--- config.mk ---
export PLATFORM = sky130hd
export DESIGN_NAME = round_viewport_visibility_unit
export DESIGN_NICKNAME = d
export VERILOG_FILES = /design/src/design/rvv_pkg.sv /design/src/design/round_viewport_visibility_unit.sv /design/src/design/rvv_ctrl.sv /design/src/design/rvv_datapath.sv
export SDC_FILE = /design/constraint.sdc
export NUM_CORES = 2
export LEC_CHECK = 0
export BUFFER_PORTS_ARGS = -buffer_cell sky130_fd_sc_hd__buf_2
export CAP_MARGIN = 20
export CORE_MARGIN = 5
export CORE_UTILIZATION = 50
export DETAILED_ROUTE_END_ITERATION = 7
export GPL_ROUTABILITY_DRIVEN = 0
export HOLD_SLACK_MARGIN = 0.12
export MAX_ROUTING_LAYER = met4
export PLACE_DENSITY_LB_ADDON = 0.05
export SKIP_CTS_REPAIR_TIMING = 1
export SYNTH_ARGS = -nofsm -noshare
export SYNTH_HDL_FRONTEND = slang
export SYNTH_SLANG_ARGS = --single-unit
--- constraint.sdc ---
create_clock -name clk_i -period 10.91 [get_ports clk_i]
set_input_delay 2.182 -clock clk_i [delete_from_list [all_inputs] [get_ports clk_i]]
set_output_delay 2.182 -clock clk_i [all_outputs]
set_load 0.005 [all_outputs]
--- src/design/rvv_pkg.sv ---
// Shared types, widths and codes for the round viewport visibility unit.
package rvv_pkg;

  // Default signed coordinate width of the query fields
  localparam int COORD_BITS_DEF = 16;

  // Fixed widths of registers and result fields
  localparam int DIM_W      = 13;  // screen size, doubled center, search columns
  localparam int RAD_W      = 14;  // doubled radius
  localparam int SPAN_W     = 12;  // span result columns
  localparam int OP_W       = 3;
  localparam int CFG_IDX_W  = 3;
  localparam int CFG_DATA_W = 14;
  localparam int SQ_W       = 28;  // squared doubled distances
  localparam int DIFF_W     = 16;  // doubled coordinate difference

  // Register values after reset
  localparam logic [DIM_W-1:0] SCREEN_WIDTH_RST  = 13'd480;
  localparam logic [DIM_W-1:0] SCREEN_HEIGHT_RST = 13'd480;
  localparam logic [DIM_W-1:0] CENTER_X_RST      = 13'd479;
  localparam logic [DIM_W-1:0] CENTER_Y_RST      = 13'd479;
  localparam logic [RAD_W-1:0] RADIUS_RST        = 14'd480;

  localparam logic [SPAN_W-1:0] SPAN_MAX = '1;

  // Query codes
  typedef enum logic [OP_W-1:0] {
    OP_POINT     = 3'd0,
    OP_AREA_IN   = 3'd1,
    OP_AREA_HIT  = 3'd2,
    OP_CIRCLE_IN = 3'd3,
    OP_BAND      = 3'd4
  } opcode_e;

  // Configuration register indexes
  typedef enum logic [CFG_IDX_W-1:0] {
    REG_SCREEN_WIDTH  = 3'd0,
    REG_SCREEN_HEIGHT = 3'd1,
    REG_CENTER_X      = 3'd2,
    REG_CENTER_Y      = 3'd3,
    REG_RADIUS        = 3'd4
  } cfg_reg_e;

  // Column source for the next point test
  typedef enum logic [2:0] {
    XS_FIRST,
    XS_SECOND,
    XS_CLAMP,
    XS_MID,
    XS_PROBE
  } xsel_e;

  typedef enum logic [2:0] {
    ST_IDLE,
    ST_PRE,
    ST_SQUARE,
    ST_CHECK,
    ST_SEARCH,
    ST_FINISH
  } state_e;

  typedef enum logic [1:0] {
    PH_FIRST,
    PH_SECOND,
    PH_LEFT,
    PH_RIGHT
  } phase_e;

  // Controller to datapath
  typedef struct packed {
    logic  load;
    logic  test;
    xsel_e xsel;
    logic  acc_set;
    logic  acc_clr;
    logic  acc_and;
    logic  left_init;
    logic  right_init;
    logic  search_upd;
    logic  dir_right;
    logic  write;
  } ctl_cmd_t;

  // Datapath to controller
  typedef struct packed {
    logic [OP_W-1:0] op;
    logic            pre_ok;
    logic            hit;
    logic            search_more;
  } dp_status_t;

  // Clip a search column to the span field range
  function automatic logic [SPAN_W-1:0] sat_span(logic [DIM_W-1:0] v);
    logic [SPAN_W-1:0] r;
    if (v[DIM_W-1]) begin
      r = SPAN_MAX;
    end else begin
      r = v[SPAN_W-1:0];
    end
    return r;
  endfunction

endpackage

--- src/design/round_viewport_visibility_unit.sv ---
// Query flow: point, area-intersect and circle queries take one point test, area-inside two,
// and safe band one followed by a left search (up to 12 steps) and a right one (up to 13).
// Throughput: one query at a time; the next transfer is taken once the current one ends,
// and a stalled result holds the next query in its final state until the output frees.
// Rate is set by the shared point test unit; each column probe passes operand, square and
// compare. Reset (rst_ni low, asynchronous) clears control and loads register defaults.
module round_viewport_visibility_unit #(
  parameter int COORD_BITS = rvv_pkg::COORD_BITS_DEF
) (
  input  logic                            clk_i,
  input  logic                            rst_ni,
  // Configuration
  input  logic                            cfg_valid_i,
  output logic                            cfg_ready_o,
  input  logic [rvv_pkg::CFG_IDX_W-1:0]   cfg_index_i,
  input  logic [rvv_pkg::CFG_DATA_W-1:0]  cfg_data_i,
  // Query input
  input  logic                            in_valid_i,
  output logic                            in_stall_o,
  input  logic [rvv_pkg::OP_W-1:0]        opcode_i,
  input  logic signed [COORD_BITS-1:0]    coord_x1_i,
  input  logic signed [COORD_BITS-1:0]    coord_y1_i,
  input  logic signed [COORD_BITS-1:0]    coord_x2_i,
  input  logic signed [COORD_BITS-1:0]    coord_y2_i,
  input  logic signed [COORD_BITS-1:0]    circle_radius_i,
  // Result output
  output logic                            out_valid_o,
  input  logic                            out_stall_i,
  output logic                            visible_o,
  output logic [rvv_pkg::SPAN_W-1:0]      span_left_o,
  output logic [rvv_pkg::SPAN_W-1:0]      span_right_o
);

  rvv_pkg::ctl_cmd_t   cmd;
  rvv_pkg::dp_status_t status;

  // Registers accept a write in any cycle
  assign cfg_ready_o = 1'b1;

  rvv_ctrl u_ctrl (
    .clk_i       (clk_i),
    .rst_ni      (rst_ni),
    .in_valid_i  (in_valid_i),
    .in_stall_o  (in_stall_o),
    .out_valid_o (out_valid_o),
    .out_stall_i (out_stall_i),
    .status_i    (status),
    .cmd_o       (cmd)
  );

  rvv_datapath #(
    .COORD_BITS (COORD_BITS)
  ) u_datapath (
    .clk_i           (clk_i),
    .rst_ni          (rst_ni),
    .cfg_we_i        (cfg_valid_i & cfg_ready_o),
    .cfg_index_i     (cfg_index_i),
    .cfg_data_i      (cfg_data_i),
    .opcode_i        (opcode_i),
    .coord_x1_i      (coord_x1_i),
    .coord_y1_i      (coord_y1_i),
    .coord_x2_i      (coord_x2_i),
    .coord_y2_i      (coord_y2_i),
    .circle_radius_i (circle_radius_i),
    .cmd_i           (cmd),
    .status_o        (status),
    .visible_o       (visible_o),
    .span_left_o     (span_left_o),
    .span_right_o    (span_right_o)
  );

endmodule

--- src/design/rvv_ctrl.sv ---
// Query sequencer: steps point tests, corner pairs and the two band searches.
module rvv_ctrl (
  input  logic                clk_i,
  input  logic                rst_ni,
  input  logic                in_valid_i,
  output logic                in_stall_o,
  output logic                out_valid_o,
  input  logic                out_stall_i,
  input  rvv_pkg::dp_status_t status_i,
  output rvv_pkg::ctl_cmd_t   cmd_o
);

  rvv_pkg::state_e state_q, state_d;
  rvv_pkg::phase_e phase_q, phase_d;
  logic            out_valid_q, out_valid_d;
  logic            out_free;
  logic            in_search;

  assign out_free  = !out_valid_q || !out_stall_i;
  assign in_search = (phase_q == rvv_pkg::PH_LEFT) || (phase_q == rvv_pkg::PH_RIGHT);

  // Next state and phase
  always_comb begin
    state_d = state_q;
    phase_d = phase_q;
    case (state_q)
      rvv_pkg::ST_IDLE: begin
        if (in_valid_i) begin
          state_d = rvv_pkg::ST_PRE;
        end
      end
      rvv_pkg::ST_PRE: begin
        phase_d = rvv_pkg::PH_FIRST;
        state_d = status_i.pre_ok ? rvv_pkg::ST_SQUARE : rvv_pkg::ST_FINISH;
      end
      rvv_pkg::ST_SQUARE: begin
        state_d = rvv_pkg::ST_CHECK;
      end
      rvv_pkg::ST_CHECK: begin
        if (in_search) begin
          state_d = rvv_pkg::ST_SEARCH;
        end else if (!status_i.hit) begin
          state_d = rvv_pkg::ST_FINISH;
        end else if (status_i.op == rvv_pkg::OP_AREA_IN && phase_q == rvv_pkg::PH_FIRST) begin
          state_d = rvv_pkg::ST_SQUARE;
          phase_d = rvv_pkg::PH_SECOND;
        end else if (status_i.op == rvv_pkg::OP_BAND) begin
          state_d = rvv_pkg::ST_SEARCH;
          phase_d = rvv_pkg::PH_LEFT;
        end else begin
          state_d = rvv_pkg::ST_FINISH;
        end
      end
      rvv_pkg::ST_SEARCH: begin
        if (status_i.search_more) begin
          state_d = rvv_pkg::ST_SQUARE;
        end else if (phase_q == rvv_pkg::PH_LEFT) begin
          phase_d = rvv_pkg::PH_RIGHT;
        end else begin
          state_d = rvv_pkg::ST_FINISH;
        end
      end
      rvv_pkg::ST_FINISH: begin
        if (out_free) begin
          state_d = rvv_pkg::ST_IDLE;
        end
      end
      default: begin
        state_d = rvv_pkg::ST_IDLE;
      end
    endcase
  end

  // Commands to the datapath
  always_comb begin
    cmd_o      = '0;
    cmd_o.xsel = rvv_pkg::XS_FIRST;
    in_stall_o = 1'b1;
    case (state_q)
      rvv_pkg::ST_IDLE: begin
        in_stall_o = 1'b0;
        cmd_o.load = in_valid_i;
      end
      rvv_pkg::ST_PRE: begin
        if (status_i.pre_ok) begin
          cmd_o.acc_set = 1'b1;
          cmd_o.test    = 1'b1;
          case (status_i.op)
            rvv_pkg::OP_AREA_HIT: cmd_o.xsel = rvv_pkg::XS_CLAMP;
            rvv_pkg::OP_BAND:     cmd_o.xsel = rvv_pkg::XS_MID;
            default:              cmd_o.xsel = rvv_pkg::XS_FIRST;
          endcase
        end else begin
          cmd_o.acc_clr = 1'b1;
        end
      end
      rvv_pkg::ST_CHECK: begin
        if (in_search) begin
          cmd_o.search_upd = 1'b1;
          cmd_o.dir_right  = (phase_q == rvv_pkg::PH_RIGHT);
        end else begin
          cmd_o.acc_and = 1'b1;
          if (status_i.hit && status_i.op == rvv_pkg::OP_AREA_IN &&
              phase_q == rvv_pkg::PH_FIRST) begin
            cmd_o.test = 1'b1;
            cmd_o.xsel = rvv_pkg::XS_SECOND;
          end
          if (status_i.hit && status_i.op == rvv_pkg::OP_BAND) begin
            cmd_o.left_init = 1'b1;
          end
        end
      end
      rvv_pkg::ST_SEARCH: begin
        cmd_o.dir_right = (phase_q == rvv_pkg::PH_RIGHT);
        if (status_i.search_more) begin
          cmd_o.test = 1'b1;
          cmd_o.xsel = rvv_pkg::XS_PROBE;
        end else if (phase_q == rvv_pkg::PH_LEFT) begin
          cmd_o.right_init = 1'b1;
        end
      end
      rvv_pkg::ST_FINISH: begin
        cmd_o.write = out_free;
      end
      default: begin
        in_stall_o = 1'b1;
      end
    endcase
  end

  // Hold a result until the transfer completes
  always_comb begin
    out_valid_d = out_valid_q;
    if (cmd_o.write) begin
      out_valid_d = 1'b1;
    end else if (!out_stall_i) begin
      out_valid_d = 1'b0;
    end
  end

  always_ff @(posedge clk_i or negedge rst_ni) begin
    if (!rst_ni) begin
      state_q     <= rvv_pkg::ST_IDLE;
      phase_q     <= rvv_pkg::PH_FIRST;
      out_valid_q <= 1'b0;
    end else begin
      state_q     <= state_d;
      phase_q     <= phase_d;
      out_valid_q <= out_valid_d;
    end
  end

  assign out_valid_o = out_valid_q;

endmodule

--- src/design/rvv_datapath.sv ---
// Registers, query operands, shared point test unit and band search bounds.
module rvv_datapath #(
  parameter int COORD_BITS = rvv_pkg::COORD_BITS_DEF
) (
  input  logic                                clk_i,
  input  logic                                rst_ni,
  input  logic                                cfg_we_i,
  input  logic [rvv_pkg::CFG_IDX_W-1:0]       cfg_index_i,
  input  logic [rvv_pkg::CFG_DATA_W-1:0]      cfg_data_i,
  input  logic [rvv_pkg::OP_W-1:0]            opcode_i,
  input  logic signed [COORD_BITS-1:0]        coord_x1_i,
  input  logic signed [COORD_BITS-1:0]        coord_y1_i,
  input  logic signed [COORD_BITS-1:0]        coord_x2_i,
  input  logic signed [COORD_BITS-1:0]        coord_y2_i,
  input  logic signed [COORD_BITS-1:0]        circle_radius_i,
  input  rvv_pkg::ctl_cmd_t                   cmd_i,
  output rvv_pkg::dp_status_t                 status_o,
  output logic                                visible_o,
  output logic [rvv_pkg::SPAN_W-1:0]          span_left_o,
  output logic [rvv_pkg::SPAN_W-1:0]          span_right_o
);

  // Working width: holds any coordinate and any raster column, with sign
  localparam int CW = ((COORD_BITS > rvv_pkg::RAD_W) ? COORD_BITS : rvv_pkg::RAD_W) + 1;
  localparam int DW = rvv_pkg::DIM_W;

  // Configuration registers
  logic [DW-1:0]               scr_w_q, scr_h_q, cx2_q, cy2_q;
  logic [rvv_pkg::RAD_W-1:0]   rd2_q;

  // Latched query
  logic [rvv_pkg::OP_W-1:0]    op_q;
  logic signed [COORD_BITS-1:0] x1_q, y1_q, x2_q, y2_q, rad_q;

  // Widened operands
  logic signed [CW-1:0] x1w, y1w, x2w, y2w, radw;
  logic signed [CW-1:0] wdw, htw, pxw, pyw, pxc, pyc, halfr;
  logic [rvv_pkg::RAD_W-1:0] room;

  // Point test operands and square stage
  logic signed [CW-1:0]        x_q, ya_q, yb_q;
  logic [rvv_pkg::RAD_W-1:0]   r_q;
  logic signed [CW-1:0]        x_d, ya_d, yb_d;
  logic [rvv_pkg::RAD_W-1:0]   r_d;
  logic signed [rvv_pkg::DIFF_W-1:0] dx, dya, dyb;
  logic signed [2*rvv_pkg::DIFF_W-1:0] dxp, dyap, dybp;
  logic [2*rvv_pkg::RAD_W-1:0] rp;
  logic                        inr_q;
  logic [rvv_pkg::SQ_W-1:0]    dxsq_q, dyasq_q, dybsq_q, rsq_q;
  logic [rvv_pkg::SQ_W:0]      suma, sumb;
  logic                        hit;

  // Search bounds
  logic [DW-1:0]   lo_q, hi_q, left_q, mid, wm1, m;
  logic [DW:0]     probe_sum;
  logic [DW-1:0]   probe;
  logic            acc_q;
  logic            pre_ok;

  // Result register
  logic                         vis_q;
  logic [rvv_pkg::SPAN_W-1:0]   sl_q, sr_q;

  // Take configuration writes
  always_ff @(posedge clk_i or negedge rst_ni) begin
    if (!rst_ni) begin
      scr_w_q <= rvv_pkg::SCREEN_WIDTH_RST;
      scr_h_q <= rvv_pkg::SCREEN_HEIGHT_RST;
      cx2_q   <= rvv_pkg::CENTER_X_RST;
      cy2_q   <= rvv_pkg::CENTER_Y_RST;
      rd2_q   <= rvv_pkg::RADIUS_RST;
    end else if (cfg_we_i) begin
      case (cfg_index_i)
        rvv_pkg::REG_SCREEN_WIDTH:  scr_w_q <= cfg_data_i[DW-1:0];
        rvv_pkg::REG_SCREEN_HEIGHT: scr_h_q <= cfg_data_i[DW-1:0];
        rvv_pkg::REG_CENTER_X:      cx2_q   <= cfg_data_i[DW-1:0];
        rvv_pkg::REG_CENTER_Y:      cy2_q   <= cfg_data_i[DW-1:0];
        rvv_pkg::REG_RADIUS:        rd2_q   <= cfg_data_i;
        default: begin
        end
      endcase
    end
  end

  // Latch the query on input transfer
  always_ff @(posedge clk_i) begin
    if (cmd_i.load) begin
      op_q  <= opcode_i;
      x1_q  <= coord_x1_i;
      y1_q  <= coord_y1_i;
      x2_q  <= coord_x2_i;
      y2_q  <= coord_y2_i;
      rad_q <= circle_radius_i;
    end
  end

  assign x1w   = CW'(x1_q);
  assign y1w   = CW'(y1_q);
  assign x2w   = CW'(x2_q);
  assign y2w   = CW'(y2_q);
  assign radw  = CW'(rad_q);
  assign wdw   = $signed({{(CW-DW){1'b0}}, scr_w_q});
  assign htw   = $signed({{(CW-DW){1'b0}}, scr_h_q});
  assign pxw   = $signed({{(CW-DW+1){1'b0}}, cx2_q[DW-1:1]});
  assign pyw   = $signed({{(CW-DW+1){1'b0}}, cy2_q[DW-1:1]});
  assign halfr = $signed({{(CW-rvv_pkg::RAD_W+1){1'b0}}, rd2_q[rvv_pkg::RAD_W-1:1]});

  // Clamp the circle center into the rectangle
  assign pxc = (pxw < x1w) ? x1w : ((pxw > x2w) ? x2w : pxw);
  assign pyc = (pyw < y1w) ? y1w : ((pyw > y2w) ? y2w : pyw);

  // Radius left for a tested circle; only used when its radius is in bounds
  assign room = rd2_q - {radw[rvv_pkg::RAD_W-2:0], 1'b0};

  // Reject invalid or inverted queries up front
  always_comb begin
    case (op_q)
      rvv_pkg::OP_POINT:     pre_ok = 1'b1;
      rvv_pkg::OP_AREA_IN:   pre_ok = (x1w <= x2w) && (y1w <= y2w);
      rvv_pkg::OP_AREA_HIT:  pre_ok = (x1w <= x2w) && (y1w <= y2w) && !x2w[CW-1] &&
                                      !y2w[CW-1] && (x1w < wdw) && (y1w < htw);
      rvv_pkg::OP_CIRCLE_IN: pre_ok = !radw[CW-1] && (radw <= halfr);
      rvv_pkg::OP_BAND:      pre_ok = !y1w[CW-1] && (y2w < htw) && (y1w <= y2w);
      default:               pre_ok = 1'b0;
    endcase
  end

  // Select the column and row pair of the next test
  always_comb begin
    case (cmd_i.xsel)
      rvv_pkg::XS_FIRST:  x_d = x1w;
      rvv_pkg::XS_SECOND: x_d = x2w;
      rvv_pkg::XS_CLAMP:  x_d = pxc;
      rvv_pkg::XS_MID:    x_d = pxw;
      rvv_pkg::XS_PROBE:  x_d = $signed({{(CW-DW){1'b0}}, probe});
      default:            x_d = x1w;
    endcase
    case (op_q)
      rvv_pkg::OP_AREA_IN, rvv_pkg::OP_BAND: begin
        ya_d = y1w;
        yb_d = y2w;
      end
      rvv_pkg::OP_AREA_HIT: begin
        ya_d = pyc;
        yb_d = pyc;
      end
      default: begin
        ya_d = y1w;
        yb_d = y1w;
      end
    endcase
    r_d = (op_q == rvv_pkg::OP_CIRCLE_IN) ? room : rd2_q;
  end

  always_ff @(posedge clk_i) begin
    if (cmd_i.test) begin
      x_q  <= x_d;
      ya_q <= ya_d;
      yb_q <= yb_d;
      r_q  <= r_d;
    end
  end

  // Square the doubled distances; range bits gate the truncated operands
  assign dx  = $signed({2'b00, x_q[DW-1:0], 1'b0})  - $signed({3'b000, cx2_q});
  assign dya = $signed({2'b00, ya_q[DW-1:0], 1'b0}) - $signed({3'b000, cy2_q});
  assign dyb = $signed({2'b00, yb_q[DW-1:0], 1'b0}) - $signed({3'b000, cy2_q});
  assign dxp  = dx * dx;
  assign dyap = dya * dya;
  assign dybp = dyb * dyb;
  assign rp   = r_q * r_q;

  always_ff @(posedge clk_i) begin
    inr_q   <= !x_q[CW-1] && (x_q < wdw) && !ya_q[CW-1] && (ya_q < htw) &&
               !yb_q[CW-1] && (yb_q < htw);
    dxsq_q  <= dxp[rvv_pkg::SQ_W-1:0];
    dyasq_q <= dyap[rvv_pkg::SQ_W-1:0];
    dybsq_q <= dybp[rvv_pkg::SQ_W-1:0];
    rsq_q   <= rp[rvv_pkg::SQ_W-1:0];
  end

  // Compare both rows against the radius
  assign suma = {1'b0, dxsq_q} + {1'b0, dyasq_q};
  assign sumb = {1'b0, dxsq_q} + {1'b0, dybsq_q};
  assign hit  = inr_q && (suma <= {1'b0, rsq_q}) && (sumb <= {1'b0, rsq_q});

  // Band search: probe rounds down on the left pass, up on the right pass
  assign mid       = {1'b0, cx2_q[DW-1:1]};
  assign wm1       = scr_w_q - DW'(1);
  assign m         = x_q[DW-1:0];
  assign probe_sum = {1'b0, lo_q} + {1'b0, hi_q} + {{DW{1'b0}}, cmd_i.dir_right};
  assign probe     = probe_sum[DW:1];

  always_ff @(posedge clk_i) begin
    if (cmd_i.left_init) begin
      lo_q <= '0;
      hi_q <= mid;
    end else if (cmd_i.right_init) begin
      left_q <= lo_q;
      lo_q   <= mid;
      hi_q   <= wm1;
    end else if (cmd_i.search_upd) begin
      if (cmd_i.dir_right) begin
        if (hit) begin
          lo_q <= m;
        end else begin
          hi_q <= m - DW'(1);
        end
      end else begin
        if (hit) begin
          hi_q <= m;
        end else begin
          lo_q <= m + DW'(1);
        end
      end
    end
  end

  // Accumulate the visible flag over the tests of one query
  always_ff @(posedge clk_i or negedge rst_ni) begin
    if (!rst_ni) begin
      acc_q <= 1'b0;
    end else if (cmd_i.acc_set) begin
      acc_q <= 1'b1;
    end else if (cmd_i.acc_clr) begin
      acc_q <= 1'b0;
    end else if (cmd_i.acc_and) begin
      acc_q <= acc_q & hit;
    end
  end

  // Load the result register
  always_ff @(posedge clk_i) begin
    if (cmd_i.write) begin
      vis_q <= acc_q;
      if (acc_q && op_q == rvv_pkg::OP_BAND) begin
        sl_q <= rvv_pkg::sat_span(left_q);
        sr_q <= rvv_pkg::sat_span(lo_q);
      end else begin
        sl_q <= '0;
        sr_q <= '0;
      end
    end
  end

  assign status_o.op          = op_q;
  assign status_o.pre_ok      = pre_ok;
  assign status_o.hit         = hit;
  assign status_o.search_more = (lo_q < hi_q);

  assign visible_o    = vis_q;
  assign span_left_o  = sl_q;
  assign span_right_o = sr_q;

endmodule
==> results.sh <==
export IMPL_area_delta_synth_final_pct=8.01
export IMPL_synth_ff_latch_count=390
export IMPL_fmax_ghz=0.106
export IMPL_insertion_delay_ns=0.65
export IMPL_yosysTopAreaCell="fa_1"
export IMPL_async_reset_ff_frac=0.187
export IMPL_dieWidth_um=330
export IMPL_buffer_depth_of_the_longest_clock_path=3
export IMPL_drt_iter0_drc=2702
export IMPL_fin_tns_setup_ns=0
export IMPL_routed_wl_um=137000
export IMPL_synth_edf_count=195
export IMPL_final_nets=6994
export IMPL_post_synthesis_mux_area_share=0.00806
export IMPL_h_tree_level_count=2
export IMPL_hp_class="flop to flop"
export IMPL_grt_start_max_net_pins=72
export IMPL_rsz0062_at_grt="no"
export IMPL_synth_xor_area_frac=0.0450
export IMPL_timing_critical_path_mode_cell="fa_1"
export IMPL_route_vias_total=37500
export IMPL_timing_critical_path_from_type="flop"
export IMPL_placeableCoreArea_um2=102000
export IMPL_crit_path_max_incr_delay_ns=0.67
export IMPL_outcome="completed"
export IMPL_global_route_usage_total=0.267
export IMPL_synth_top_cells_by_count="inv_1, fa_1, ha_1"
export IMPL_cts_clk_slew_worst_paths_ns=0.06
export IMPL_clock_sink_count=390
export IMPL_clock_period_minus_worst_slack_ns=9.45
export IMPL_route_antenna_remaining_nets=0
export IMPL_arrival_ns=10.00
export IMPL_timing_final_hold_violations=0
export IMPL_synth_compound_area_share=0.107
export IMPL_tritoncts="built"
export IMPL_postSynthAreaPerCell_um2=9.46
export IMPL_max_cap_viol_count=0
export IMPL_synth_yosys_seq_area_share=0.198
export IMPL_antenna_violations_before_repair=7
export IMPL_worstRegToRegCells=30
export IMPL_synthAdderAreaFrac=0.431
export IMPL_timing_final_max_slew_violations=0
export IMPL_hold_depth=0
export IMPL_cp_max_fo=11
export IMPL_slew_headroom=0.189
export IMPL_drcViolationCount=0
export IMPL_critical_path_slowest_cell="dfstp_2"
export IMPL_critical_path_endpoint_type="flop"
export IMPL_synthesis_area_um2=51200
export IMPL_first_global_vias=39200
export IMPL_yosys_top_cells_area="fa_1, ha_1, edfxtp_1, inv_1, dfxtp_1"
export IMPL_fp_row_count=117
export IMPL_post_route_period_util=0.866
export IMPL_synth_most_common_cell="inv_1"
export IMPL_ys_dominant_reg_cell="edfxtp_1"
export IMPL_grt_overflow_total=0
export IMPL_design_portCount=133
export IMPL_die_h_um=330
export IMPL_cts_made_buffers=48
export IMPL_drt_wl_cell_um=19.8
export IMPL_layout_drive_gt1_share=0.0637
export IMPL_finalSetupViolations=0
export IMPL_worst_path_required_time_ns=11.46
export IMPL_root_buffer="clkbuf_16"
export IMPL_yosysUniqueCellTypes=92
export IMPL_synth_top_area_frac=0.267
export IMPL_pre_antenna_drt_iters=6
export IMPL_drt_vias_per_instance=5.40
export IMPL_synth_cells=5418
export IMPL_grt_pass1_wl_um=220000
export IMPL_synthesis_nets=6879
export IMPL_yosys_warnings=0
export IMPL_crit_type="flop to flop"
export IMPL_synth_top_family_by_area="adder cells"
export IMPL_dp_hpwl_um=114000
export IMPL_post_synth_and_or_nand_nor_area_fraction=0.117
export IMPL_finalClockSkew_ns=0.0436
export IMPL_worst_pin_slew_ns=1.21
export IMPL_die_area_um2=109000
export IMPL_place_port_buffers=131
export IMPL_initial_core_util=0.504
-- layout make-up --
| cell class | instances | area (um^2) |
|---|---|---|
| multi-input cells | 3779 | 36400 |
| repair buffers | 186 | 1090 |
| clock buffers | 60 | 1280 |
| clock inverters | 29 | 480 |
| well taps | 1368 | 1710 |
| diodes | 5 | 12.5 |
| fillers | 9450 | 46400 |
| inverters | 1128 | 4230 |
| flip-flops and latches | 390 | 10200 |
-- cells in the final DEF (no fill, tap or decap), drive strengths merged, types with 20 or more instances in the layout --
cell,netlist,routed
nand4,46,46
nor3,101,101
and2,86,86
xor2,72,72
o21a,60,60
o21bai,24,24
o21ai,200,200
nor2,355,355
fa,683,683
inv,1117,1118
dfxtp,122,122
buf,31,186
mux2i,21,21
dfrtp,45,45
a31oi,29,29
clkinv,11,26
o211ai,25,25
nor4,21,21
nand3,52,52
dfstp,28,28
xnor2,191,191
a221o,25,25
a21boi,21,21
and3,20,20
clkbuf,90,60
edfxtp,195,195
nand2,448,448
a21oi,185,185
ha,673,673
a21o,101,101
nand2b,37,37
nor2b,63,63
-- cell families after synthesis --
group,after synthesis
simple gates,1296
flops,390
buf+inv,1249
xor+xnor,263
fa+ha+maj,1357
other cells,1
compound gates,823
mux,39
-- final timing paths --
check,slack (ns),startpoint,end
worst max-delay path,1.46,u_datapath.cx2_q[0],u_datapath.dxsq_q[27]
worst min-delay path,0.51,u_datapath.cx2_q[0],u_datapath.dxsq_q[0]
worst max register to register,1.46,u_datapath.cx2_q[0],u_datapath.dxsq_q[27]
worst min register to register,0.51,u_datapath.cx2_q[0],u_datapath.dxsq_q[0]
max in group asynchronous,8.31,rst_ni,u_datapath.scr_h_q[9]
min in group asynchronous,1.47,rst_ni,u_ctrl.state_q[2]
-- per-stage QoR --
stage | area [um^2] | cells | utilization | worst slack (ns) | hold slack [ns]
2_1_floorplan | 51200 | 5418 | - | 2.22 | 0.403
3_3_place_gp | 53500 | 6849 | 0.526 | 1.75 | 0.502
3_5_place_dp | 53500 | 6849 | 0.526 | 1.49 | 0.504
4_1_cts | 55300 | 6938 | 0.543 | 1.48 | 0.509
5_1_grt | 55300 | 6944 | 0.544 | 0.742 | 0.530
6_report | 55300 | 6945 | 0.544 | 1.46 | 0.515
-- flip-flops by register name (all words and copies together) (netlist names), 26 cells and up --
| register | cells |
|---|---|
| u_datapath.dybsq_q | 26 |
| u_datapath.dyasq_q | 27 |
| u_datapath.dxsq_q | 27 |
| u_datapath.rsq_q | 27 |
-- layer usage --
layer | wire [um] | track usage
met2 | 64400 | 0.433
met5 | 0 | -
met1 | 62800 | 0.366
met4 | 3530 | 0.0615
met3 | 6640 | 0.0254
-- worst max-delay path, delay by kind of cell, from the launching register on --
kind	cells	cell delay [ns]
compound gates	11	2.64
xor+xnor	1	0.44
fa+ha+maj	8	3.68
buf+inv	6	1.13
flops	1	0.67
simple gates	4	0.81
Power is left out: the tool's default activity adds up to more than one toggle a clock period on the data nets, which glitch-free logic cannot reach.
